$ cat config.mk
export PLATFORM = sky130hd
export DESIGN_NAME = gregorian_date_to_day_number_unit
export DESIGN_NICKNAME = d
export VERILOG_FILES = /design/src/design/gdn_pkg.sv /design/src/design/gregorian_date_to_day_number_unit.sv /design/src/design/gdn_decode.sv /design/src/design/gdn_leap.sv /design/src/design/gdn_count.sv
export SDC_FILE = /design/constraint.sdc
export NUM_CORES = 1
export LEC_CHECK = 0
export BUFFER_PORTS_ARGS = -buffer_cell sky130_fd_sc_hd__buf_2
export CAP_MARGIN = 25
export CORE_MARGIN = 2
export CORE_UTILIZATION = 25
export CTS_CLUSTER_SIZE = 30
export DETAILED_ROUTE_END_ITERATION = 10
export GPL_TIMING_DRIVEN = 0
export PLACE_DENSITY = 0.36
export SLEW_MARGIN = 10
export SYNTH_ARGS = -nofsm -noshare
export SYNTH_HDL_FRONTEND = slang
export SYNTH_SLANG_ARGS = --single-unit
$ cat constraint.sdc
create_clock -name clk_i -period 7.9 [get_ports clk_i]
set_input_delay 0.395 -clock clk_i [delete_from_list [all_inputs] [get_ports clk_i]]
set_output_delay 0.395 -clock clk_i [all_outputs]
set_load 0.01 [all_outputs]
$ cat src/design/gdn_pkg.sv
// Shared types, constants and month tables for the Gregorian date to day number unit.
// Used by every module in the design folder; depends on nothing else.
package gdn_pkg;

  localparam int unsigned YEAR_W  = 14;
  localparam int unsigned MONTH_W = 4;
  localparam int unsigned DAY_W   = 5;
  localparam int unsigned Y_W     = 14;  // years past the base year
  localparam int unsigned V_W     = 15;  // y + 99, numerator for the ceiling by 100
  localparam int unsigned PROD_W  = 25;  // V_W x 10-bit reciprocal
  localparam int unsigned Q_W     = 9;   // quotient estimate taken from the product
  localparam int unsigned C4_W    = 12;
  localparam int unsigned C100_W  = 8;
  localparam int unsigned C400_W  = 7;
  localparam int unsigned LEAPS_W = 12;
  localparam int unsigned MS_W    = 9;
  localparam int unsigned TOT_W   = 23;  // full count; weekdays use a 16-bit sum
  localparam int unsigned CNT_W   = 22;
  localparam int unsigned WD_W    = 3;
  localparam int unsigned W16     = 16;

  localparam logic [YEAR_W-1:0] BaseYear    = 14'd2000;
  localparam logic [YEAR_W-1:0] MaxYear     = 14'd9999;
  localparam logic [9:0]        Recip100    = 10'd655;  // 655 / 2^16 just below 1/100
  localparam int unsigned       RecipShift  = 16;
  localparam logic [6:0]        Hundred     = 7'd100;
  localparam logic [8:0]        DaysPerYear = 9'd365;
  localparam logic [2:0]        BaseWeekday = 3'd6;     // 1 Jan 2000 was a Saturday
  localparam logic [DAY_W-1:0]  FebLeapDays = 5'd29;

  localparam logic [MONTH_W-1:0] MonthFeb = 4'd2;

  localparam int unsigned IN_TDATA_W  = 24;
  localparam int unsigned OUT_TDATA_W = 40;

  // stage 1 -> stage 2
  typedef struct packed {
    logic              err;
    logic [Y_W-1:0]    y;
    logic [V_W-1:0]    v;
    logic [PROD_W-1:0] prod;
    logic [C4_W-1:0]   c4;
    logic [MS_W-1:0]   ms;
    logic [DAY_W-1:0]  mlen;
    logic              is_feb;
    logic              after_feb;
    logic [DAY_W-1:0]  day;
  } dec_t;

  // stage 3 -> stage 4
  typedef struct packed {
    logic               err;
    logic [Y_W-1:0]     y;
    logic [TOT_W-1:0]   y365;
    logic [LEAPS_W-1:0] leaps;
    logic [MS_W-1:0]    ms;
    logic               adj;
    logic [DAY_W-1:0]   day;
    logic [DAY_W-1:0]   mdays;
    logic               leap;
  } lp_t;

  typedef struct packed {
    logic [CNT_W-1:0] day_count;
    logic [WD_W-1:0]  weekday;
    logic [WD_W-1:0]  first_dow;
    logic [DAY_W-1:0] month_days;
    logic             leap_year;
    logic             error;
  } res_t;

  function automatic logic [MS_W-1:0] month_start(input logic [MONTH_W-1:0] m);
    logic [MS_W-1:0] r;
    case (m)
      4'd1:    r = 9'd0;
      4'd2:    r = 9'd31;
      4'd3:    r = 9'd59;
      4'd4:    r = 9'd90;
      4'd5:    r = 9'd120;
      4'd6:    r = 9'd151;
      4'd7:    r = 9'd181;
      4'd8:    r = 9'd212;
      4'd9:    r = 9'd243;
      4'd10:   r = 9'd273;
      4'd11:   r = 9'd304;
      4'd12:   r = 9'd334;
      default: r = 9'd0;
    endcase
    return r;
  endfunction

  // zero length marks a month number that means nothing
  function automatic logic [DAY_W-1:0] month_len(input logic [MONTH_W-1:0] m);
    logic [DAY_W-1:0] r;
    case (m)
      4'd1, 4'd3, 4'd5, 4'd7, 4'd8, 4'd10, 4'd12: r = 5'd31;
      4'd4, 4'd6, 4'd9, 4'd11:                     r = 5'd30;
      4'd2:                                        r = 5'd28;
      default:                                     r = 5'd0;
    endcase
    return r;
  endfunction

  // 8 is 1 mod 7: fold octal digits twice, then one compare and subtract
  function automatic logic [WD_W-1:0] mod7(input logic [W16-1:0] x);
    logic [5:0] a;
    logic [3:0] b;
    a = 6'(x[2:0]) + 6'(x[5:3]) + 6'(x[8:6]) + 6'(x[11:9]) + 6'(x[14:12]) + 6'(x[15]);
    b = 4'(a[2:0]) + 4'(a[5:3]);
    if (b >= 4'd7) begin
      b = b - 4'd7;
    end
    return b[2:0];
  endfunction

endpackage

$ cat src/design/gregorian_date_to_day_number_unit.sv
// Gregorian date to day number: takes one date (year, month, day) per transaction and
// returns days since 1 Jan 2000, the weekday (0 Sunday), the weekday of the 1st of that
// month, the month length and a leap flag. Years 2000..9999, months 1..12 and days within
// the month are valid; anything else returns all fields zero with tuser (error) high.
// Five register stages, one date per cycle while m_axis_tready_i is high; the leap count
// uses a reciprocal multiply for the division by 100. Holds no state; no clearing pass.
// Depends on gdn_pkg, gdn_decode, gdn_leap and gdn_count.
module gregorian_date_to_day_number_unit (
  input  logic                              clk_i,
  input  logic                              rst_ni,
  input  logic                              s_axis_tvalid_i,
  output logic                              s_axis_tready_o,
  // [13:0] year, [17:14] month, [22:18] day, [23] zero
  input  logic [gdn_pkg::IN_TDATA_W-1:0]    s_axis_tdata_i,
  output logic                              m_axis_tvalid_o,
  input  logic                              m_axis_tready_i,
  // [21:0] day_count, [24:22] weekday, [27:25] first_dow, [32:28] month_days,
  // [33] leap_year, [39:34] zero
  output logic [gdn_pkg::OUT_TDATA_W-1:0]   m_axis_tdata_o,
  // [0] error
  output logic                              m_axis_tuser_o
);

  logic          dec_valid, dec_ready;
  gdn_pkg::dec_t dec;
  logic          lp_valid, lp_ready;
  gdn_pkg::lp_t  lp;
  gdn_pkg::res_t res;

  gdn_decode u_decode (
    .clk_i       (clk_i),
    .rst_ni      (rst_ni),
    .in_valid_i  (s_axis_tvalid_i),
    .in_ready_o  (s_axis_tready_o),
    .year_i      (s_axis_tdata_i[13:0]),
    .month_i     (s_axis_tdata_i[17:14]),
    .day_i       (s_axis_tdata_i[22:18]),
    .out_valid_o (dec_valid),
    .out_ready_i (dec_ready),
    .out_o       (dec)
  );

  gdn_leap u_leap (
    .clk_i       (clk_i),
    .rst_ni      (rst_ni),
    .in_valid_i  (dec_valid),
    .in_ready_o  (dec_ready),
    .in_i        (dec),
    .out_valid_o (lp_valid),
    .out_ready_i (lp_ready),
    .out_o       (lp)
  );

  gdn_count u_count (
    .clk_i       (clk_i),
    .rst_ni      (rst_ni),
    .in_valid_i  (lp_valid),
    .in_ready_o  (lp_ready),
    .in_i        (lp),
    .out_valid_o (m_axis_tvalid_o),
    .out_ready_i (m_axis_tready_i),
    .out_o       (res)
  );

  assign m_axis_tdata_o = {6'b0, res.leap_year, res.month_days, res.first_dow,
                           res.weekday, res.day_count};
  assign m_axis_tuser_o = res.error;

endmodule

$ cat src/design/gdn_decode.sv
// Stage 1: range checks, month table look-up, quarter count and the reciprocal product
// for the ceiling by 100. Depends on gdn_pkg.
module gdn_decode (
  input  logic                       clk_i,
  input  logic                       rst_ni,
  input  logic                       in_valid_i,
  output logic                       in_ready_o,
  input  logic [gdn_pkg::YEAR_W-1:0]  year_i,
  input  logic [gdn_pkg::MONTH_W-1:0] month_i,
  input  logic [gdn_pkg::DAY_W-1:0]   day_i,
  output logic                       out_valid_o,
  input  logic                       out_ready_i,
  output gdn_pkg::dec_t              out_o
);

  logic          valid_q;
  logic          load;
  gdn_pkg::dec_t dec_d, dec_q;
  logic [gdn_pkg::Y_W:0] c4_sum;

  assign in_ready_o = !valid_q || out_ready_i;
  assign load       = in_ready_o && in_valid_i;

  always_comb begin
    dec_d.err = (year_i < gdn_pkg::BaseYear) || (year_i > gdn_pkg::MaxYear)
             || (gdn_pkg::month_len(month_i) == '0);
    dec_d.y    = year_i - gdn_pkg::BaseYear;
    dec_d.v    = gdn_pkg::V_W'(dec_d.y) + gdn_pkg::V_W'(99);
    dec_d.prod = gdn_pkg::PROD_W'(dec_d.v) * gdn_pkg::PROD_W'(gdn_pkg::Recip100);
    // years in [2000, year-1] that are multiples of 4: ceil(y / 4)
    c4_sum     = (gdn_pkg::Y_W + 1)'(dec_d.y) + (gdn_pkg::Y_W + 1)'(3);
    dec_d.c4   = c4_sum[gdn_pkg::C4_W+1:2];
    dec_d.ms        = gdn_pkg::month_start(month_i);
    dec_d.mlen      = gdn_pkg::month_len(month_i);
    dec_d.is_feb    = (month_i == gdn_pkg::MonthFeb);
    dec_d.after_feb = (month_i > gdn_pkg::MonthFeb);
    dec_d.day       = day_i;
  end

  always_ff @(posedge clk_i or negedge rst_ni) begin
    if (!rst_ni) begin
      valid_q <= 1'b0;
    end else if (in_ready_o) begin
      valid_q <= in_valid_i;
    end
  end

  always_ff @(posedge clk_i) begin
    if (load) begin
      dec_q <= dec_d;
    end
  end

  assign out_valid_o = valid_q;
  assign out_o       = dec_q;

endmodule

$ cat src/design/gdn_leap.sv
// Stages 2 and 3: finish the ceiling by 100, scale years by 365, then the leap flag,
// leap count, month length and day check. Depends on gdn_pkg.
module gdn_leap (
  input  logic          clk_i,
  input  logic          rst_ni,
  input  logic          in_valid_i,
  output logic          in_ready_o,
  input  gdn_pkg::dec_t in_i,
  output logic          out_valid_o,
  input  logic          out_ready_i,
  output gdn_pkg::lp_t  out_o
);

  typedef struct packed {
    logic                        err;
    logic [gdn_pkg::Y_W-1:0]     y;
    logic [gdn_pkg::TOT_W-1:0]   y365;
    logic [gdn_pkg::C4_W-1:0]    c4;
    logic [gdn_pkg::C100_W-1:0]  c100;
    logic [gdn_pkg::MS_W-1:0]    ms;
    logic [gdn_pkg::DAY_W-1:0]   mlen;
    logic                        is_feb;
    logic                        after_feb;
    logic [gdn_pkg::DAY_W-1:0]   day;
  } mid_t;

  logic         va_q, vb_q;
  logic         rdy_a, rdy_b;
  mid_t         a_d, a_q;
  gdn_pkg::lp_t b_d, b_q;

  logic [gdn_pkg::Q_W-1:0]  q_est;
  logic [gdn_pkg::W16-1:0]  rem;
  logic [gdn_pkg::V_W-1:0]  hund_mul;
  logic [gdn_pkg::Q_W-1:0]  c400_sum;
  logic [gdn_pkg::C400_W-1:0] c400;
  logic                     div4, div100, div400;

  assign rdy_b      = !vb_q || out_ready_i;
  assign rdy_a      = !va_q || rdy_b;
  assign in_ready_o = rdy_a;

  // stage 2: quotient estimate is low by at most one
  always_comb begin
    q_est = in_i.prod[gdn_pkg::PROD_W-1:gdn_pkg::RecipShift];
    rem   = gdn_pkg::W16'(in_i.v)
          - gdn_pkg::W16'(q_est) * gdn_pkg::W16'(gdn_pkg::Hundred);
    a_d.err       = in_i.err;
    a_d.y         = in_i.y;
    a_d.y365      = gdn_pkg::TOT_W'(in_i.y) * gdn_pkg::TOT_W'(gdn_pkg::DaysPerYear);
    a_d.c4        = in_i.c4;
    a_d.c100      = gdn_pkg::C100_W'(q_est + ((rem >= gdn_pkg::W16'(gdn_pkg::Hundred)) ?
                    gdn_pkg::Q_W'(1) : gdn_pkg::Q_W'(0)));
    a_d.ms        = in_i.ms;
    a_d.mlen      = in_i.mlen;
    a_d.is_feb    = in_i.is_feb;
    a_d.after_feb = in_i.after_feb;
    a_d.day       = in_i.day;
  end

  // stage 3: base year is a multiple of 400, so divisibility of y decides the leap rule
  always_comb begin
    hund_mul = gdn_pkg::V_W'(a_q.c100) * gdn_pkg::V_W'(gdn_pkg::Hundred);
    div4     = (a_q.y[1:0] == 2'b00);
    div100   = (hund_mul == gdn_pkg::V_W'(a_q.y));
    div400   = div100 && (a_q.c100[1:0] == 2'b00);
    c400_sum = gdn_pkg::Q_W'(a_q.c100) + gdn_pkg::Q_W'(3);
    c400     = c400_sum[gdn_pkg::Q_W-1:2];
    b_d.leap  = div4 && (!div100 || div400);
    b_d.leaps = a_q.c4 - gdn_pkg::LEAPS_W'(a_q.c100) + gdn_pkg::LEAPS_W'(c400);
    b_d.mdays = (a_q.is_feb && b_d.leap) ? gdn_pkg::FebLeapDays : a_q.mlen;
    b_d.err   = a_q.err || (a_q.day == '0) || (a_q.day > b_d.mdays);
    b_d.y     = a_q.y;
    b_d.y365  = a_q.y365;
    b_d.ms    = a_q.ms;
    b_d.adj   = b_d.leap && a_q.after_feb;
    b_d.day   = a_q.day;
  end

  always_ff @(posedge clk_i or negedge rst_ni) begin
    if (!rst_ni) begin
      va_q <= 1'b0;
      vb_q <= 1'b0;
    end else begin
      if (rdy_a) begin
        va_q <= in_valid_i;
      end
      if (rdy_b) begin
        vb_q <= va_q;
      end
    end
  end

  always_ff @(posedge clk_i) begin
    if (rdy_a && in_valid_i) begin
      a_q <= a_d;
    end
    if (rdy_b && va_q) begin
      b_q <= b_d;
    end
  end

  assign out_valid_o = vb_q;
  assign out_o       = b_q;

endmodule

$ cat src/design/gdn_count.sv
// Stages 4 and 5: first-of-month count and its weekday, then the date's count, weekday
// and the output register with zeroing on error. Depends on gdn_pkg.
module gdn_count (
  input  logic          clk_i,
  input  logic          rst_ni,
  input  logic          in_valid_i,
  output logic          in_ready_o,
  input  gdn_pkg::lp_t  in_i,
  output logic          out_valid_o,
  input  logic          out_ready_i,
  output gdn_pkg::res_t out_o
);

  typedef struct packed {
    logic                       err;
    logic [gdn_pkg::TOT_W-1:0]  first;
    logic [gdn_pkg::WD_W-1:0]   wf;
    logic [gdn_pkg::DAY_W-1:0]  day;
    logic [gdn_pkg::DAY_W-1:0]  mdays;
    logic                       leap;
  } fst_t;

  logic          va_q, vb_q;
  logic          rdy_a, rdy_b;
  fst_t          a_d, a_q;
  gdn_pkg::res_t b_d, b_q;
  logic [gdn_pkg::TOT_W-1:0] total;
  logic [gdn_pkg::W16-1:0]   wsum;

  assign rdy_b      = !vb_q || out_ready_i;
  assign rdy_a      = !va_q || rdy_b;
  assign in_ready_o = rdy_a;

  // 365 is 1 mod 7, so the weekday needs only the narrow sum
  always_comb begin
    a_d.first = in_i.y365 + gdn_pkg::TOT_W'(in_i.leaps) + gdn_pkg::TOT_W'(in_i.ms)
              + gdn_pkg::TOT_W'(in_i.adj);
    wsum      = gdn_pkg::W16'(in_i.y) + gdn_pkg::W16'(in_i.leaps) + gdn_pkg::W16'(in_i.ms)
              + gdn_pkg::W16'(in_i.adj) + gdn_pkg::W16'(gdn_pkg::BaseWeekday);
    a_d.wf    = gdn_pkg::mod7(wsum);
    a_d.err   = in_i.err;
    a_d.day   = in_i.day;
    a_d.mdays = in_i.mdays;
    a_d.leap  = in_i.leap;
  end

  always_comb begin
    total = a_q.first + gdn_pkg::TOT_W'(a_q.day) - gdn_pkg::TOT_W'(1);
    b_d   = '0;
    b_d.error = a_q.err;
    if (!a_q.err) begin
      b_d.day_count     = total[gdn_pkg::CNT_W-1:0];
      b_d.weekday       = gdn_pkg::mod7(gdn_pkg::W16'(a_q.wf) + gdn_pkg::W16'(a_q.day)
                        - gdn_pkg::W16'(1));
      b_d.first_dow     = a_q.wf;
      b_d.month_days    = a_q.mdays;
      b_d.leap_year     = a_q.leap;
    end
  end

  always_ff @(posedge clk_i or negedge rst_ni) begin
    if (!rst_ni) begin
      va_q <= 1'b0;
      vb_q <= 1'b0;
    end else begin
      if (rdy_a) begin
        va_q <= in_valid_i;
      end
      if (rdy_b) begin
        vb_q <= va_q;
      end
    end
  end

  always_ff @(posedge clk_i) begin
    if (rdy_a && in_valid_i) begin
      a_q <= a_d;
    end
    if (rdy_b && va_q) begin
      b_q <= b_d;
    end
  end

  assign out_valid_o = vb_q;
  assign out_o       = b_q;

  a_err_zero: assert property (@(posedge clk_i) disable iff (!rst_ni)
    vb_q && b_q.error |-> (b_q.day_count == '0) && (b_q.weekday == '0)
      && (b_q.first_dow == '0) && (b_q.month_days == '0) && !b_q.leap_year)
    else $error("error transaction carries non-zero fields");

  a_weekday_range: assert property (@(posedge clk_i) disable iff (!rst_ni)
    vb_q |-> (b_q.weekday <= 3'd6) && (b_q.first_dow <= 3'd6))
    else $error("weekday out of range");

  a_mdays_range: assert property (@(posedge clk_i) disable iff (!rst_ni)
    vb_q && !b_q.error |-> (b_q.month_days >= 5'd28) && (b_q.month_days <= 5'd31))
    else $error("month length out of range on a good date");

  a_leap_feb: assert property (@(posedge clk_i) disable iff (!rst_ni)
    vb_q && !b_q.error && (b_q.month_days == 5'd29) |-> b_q.leap_year)
    else $error("29-day month in a common year");

endmodule

==> implementation parameters <==
Parameter                              Value

Place
  Dpl cell area    between 20000 and 25000 µm²
  Dpl cells    about 3.2k
  Detailed Place HPWL    between 30000 and 40000 µm
  Buffers on Ports    61
  Final Wtd Congestion    ~0.76

Synthesis
  Ranking of synthesized cells by area    sky130_fd_sc_hd__edfxtp_1 (37%), sky130_fd_sc_hd__ha_1 (20%), sky130_fd_sc_hd__fa_1 (12%)
  Share of the synthesized area in the top cell type    0.373
  Number of enable flip-flop cells after synthesis    273
  Post-Syn Area per Cell    roughly 11 µm²
  Top FF cell, synth    sky130_fd_sc_hd__edfxtp_1
  FF+latch count, synth    between 200 and 300
  Number of different library cells in the post-synthesis netlist    65
  Synth Instances    1943
  Share of synthesized flip-flops with an asynchronous set or reset    0.0180
  Cell Area, Synth    22000 µm²
  Fraction of the yosys area taken by sequential cells    0.378
  Synthesis warning total    0
  Most area-hungry cell type in the Yosys netlist    sky130_fd_sc_hd__edfxtp_1

STA
  Pins over their slew limit    0
  Max Clk Rate    between 100 and 150 MHz
  Maximum clock skew at final layout    approximately 0.028 ns
  Unrepaired setup endpoints after global routing    no
  Time the final worst path needs with I/O delays and setup    7.40 ns
  Number of failing hold endpoints at the final stage    0
  Final setup TNS    0 ns
  Max-slew headroom    0.380
  Final setup fails    0
  Period utilisation layout    0.936
  Transition time at the pin with the least slew margin    slightly above 0.9 ns

Final layout
  Fraction of layout instances using a drive strength above 1    0.0804
  Most frequent cells in the layout    sky130_fd_sc_hd__ha_1 (347), sky130_fd_sc_hd__inv_1 (341), sky130_fd_sc_hd__edfxtp_1 (273), sky130_fd_sc_hd__fa_1 (133), sky130_fd_sc_hd__xnor2_1 (120)
  Layout filler cell count    9098
  Filler-free cell count of the finished design    between 3k and 4k
  Area grow syn2layout    14.5%
  Antenna Diode Count    0
  Nets    roughly 2.6k
  Post-route cell area    roughly 25000 µm²
  Most common cell after layout, fill and taps aside    sky130_fd_sc_hd__ha_1

Clocking
  Clock Pin Slew Worst Setup and Hold Paths    around 0.050 ns
  Maximum level of the CTS H-tree    2
  TritonCTS clock tree    yes
  Total CTS buffers    36
  Number of buffers on the longest clock path    3
  Latest clock arrival within the worst-skew pair    roughly 0.55 ns
  Root cell of the clock tree    sky130_fd_sc_hd__clkbuf_16
  TritonCTS Sinks    between 200 and 300

Setup path
  Worst stage delay on the critical path    ~0.56 ns
  Critical path endpoint category    flip-flop
  Arrival time at the worst endpoint    a little under 8 ns
  Worst path required time    slightly above 8 ns
  CP startpoint kind    primary input
  Worst Path Class, Setup    in2reg
  CP max stage cell    sky130_fd_sc_hd__fa_1
  Family with the most delay on the worst path    adder cells
  Buffer and inverter count on the worst path    5
  Worst-path fanout max    8

Route
  Mean routed wirelength per cell    14.5 µm
  First DRT Iteration DRCs    approximately 500
  Detailed-router iteration count before antenna repair    4
  Via Count    13.3k
  Wire length reported by the detailed router    46900 µm
  Drt via density    between 4 and 5
  Post-detailed-route DRC marker count    0
  Antenna Nets Post-Route    0

Global routing
  Overall routing resource usage    0.108
  Largest net degree at the start of global routing    62
  GRT Residual Overflow    0
  Number of global-route vias before repair    approximately 14k
  Antenna violations before repair    2
  Wire length of the first global-routing pass    76700 µm

Floorplanning
  Number of standard-cell rows in the floorplan    around 110
  I/O pin count    a little over 70
  DIE WIDTH    about 300 µm
  Die height    around 300 µm
  Core Footprint    a little under 90000 µm²
  Full die area    90300 µm²
  Initial cell density of the core    0.253

Worst hold path
  Path type of the worst min-delay path    in2reg

Status
  Status    complete, no violations

Run
  Max cap viols    0
-- final timing paths --
check,startpoint,to,slack [ns],depth (start not counted)
worst max register to register,u_leap.out_o[33],u_count.a_q[12],0.98,29
worst min-delay path,s_axis_tvalid_i,u_decode.out_valid_o,0.06,2
max in group asynchronous,rst_ni,u_leap.out_valid_o,7.59,2
worst min register to register,u_decode.out_o[8],u_leap.a_q[8],0.40,0
min in group asynchronous,rst_ni,u_decode.out_valid_o,0.18,2
worst max-delay path,s_axis_tdata_i[4],u_decode.out_o[57],0.50,26
-- layout make-up --
cell class | count | area, µm² | area share
Inverter | 341 | 1280 | 0.0508
Clock inverter | 20 | 188 | 0.00745
Buffer | 18 | 97.6 | 0.00387
Clock buffer | 44 | 961 | 0.0382
Timing Repair Buffer | 77 | 510 | 0.0203
Tap cell | 1155 | 1450 | 0.0574
Multi-Input combinational cell | 1311 | 12400 | 0.492
Sequential cell | 278 | 8320 | 0.330
-- cells by family (layout without fill, tap and decap cells) --
logic type	after synthesis	after routing	share of synthesized area
multiplexers	12	12	0.00620
other	2	7	0.000342
buffers and inverters	359	500	0.0626
XOR/XNOR	175	175	0.0704
flip-flops	278	278	0.378
adder cells (fa/ha/maj)	480	480	0.319
AO/OA/AOI/OAI	291	291	0.0867
AND/OR/NAND/NOR	346	346	0.0768
-- cell usage after synthesis, types with 15 or more instances --
master                       n
sky130_fd_sc_hd__xor2_1     51
sky130_fd_sc_hd__o21a_1     17
sky130_fd_sc_hd__a21oi_1    95
sky130_fd_sc_hd__nor2_1    103
sky130_fd_sc_hd__nor3_1     29
sky130_fd_sc_hd__inv_1     341
sky130_fd_sc_hd__nor2b_1    33
sky130_fd_sc_hd__nand3_1    30
sky130_fd_sc_hd__xnor2_1   123
sky130_fd_sc_hd__a21o_1     40
sky130_fd_sc_hd__nand2b_1   15
sky130_fd_sc_hd__nand2_1    68
sky130_fd_sc_hd__fa_1      133
sky130_fd_sc_hd__edfxtp_1  273
sky130_fd_sc_hd__o21ai_0    52
sky130_fd_sc_hd__ha_1      347
-- registers in the layout, summed over array words and instances, names as in the netlist --
name,count
u_count.out_o,33
u_decode.out_o,65
u_leap.out_o,66
u_leap.va_q,1
u_leap.out_valid_o,1
u_count.a_q,35
u_decode.out_valid_o,1
u_leap.a_q,74
u_count.out_valid_o,1
u_count.va_q,1
-- metal layers --
metal	track usage	wire [µm]	up-vias
li1	-	-	6910
met1	0.139	21700	6239
met2	0.189	23000	142
met3	0.0175	1290	53
met4	0.0256	868	2
met5	0	13	-
-- timing repair --
item / CTS / global route
endpoints found under the setup margin: 2 / 4
gates resized for setup: 1 / 5
endpoints found under the hold margin: 10 / 0
buffers inserted: 0 / 2
pin swaps: 0 / 1
hold buffers: 6 / 0
-- per-stage QoR --
step	worst slack [ns]	hold slack [ns]	utilization
final	0.502	0.0567	0.289
after global routing	0.0868	0.0195	0.289
after CTS	0.0810	0.0133	0.289
after detailed placement	-0.662	0.217	0.275
after global placement	-1.10	0.215	0.273
after floorplan	0.568	0.0994	-
Power is left out: the tool's default activity adds up to more than one toggle a clock period on the data nets, which glitch-free logic cannot reach.
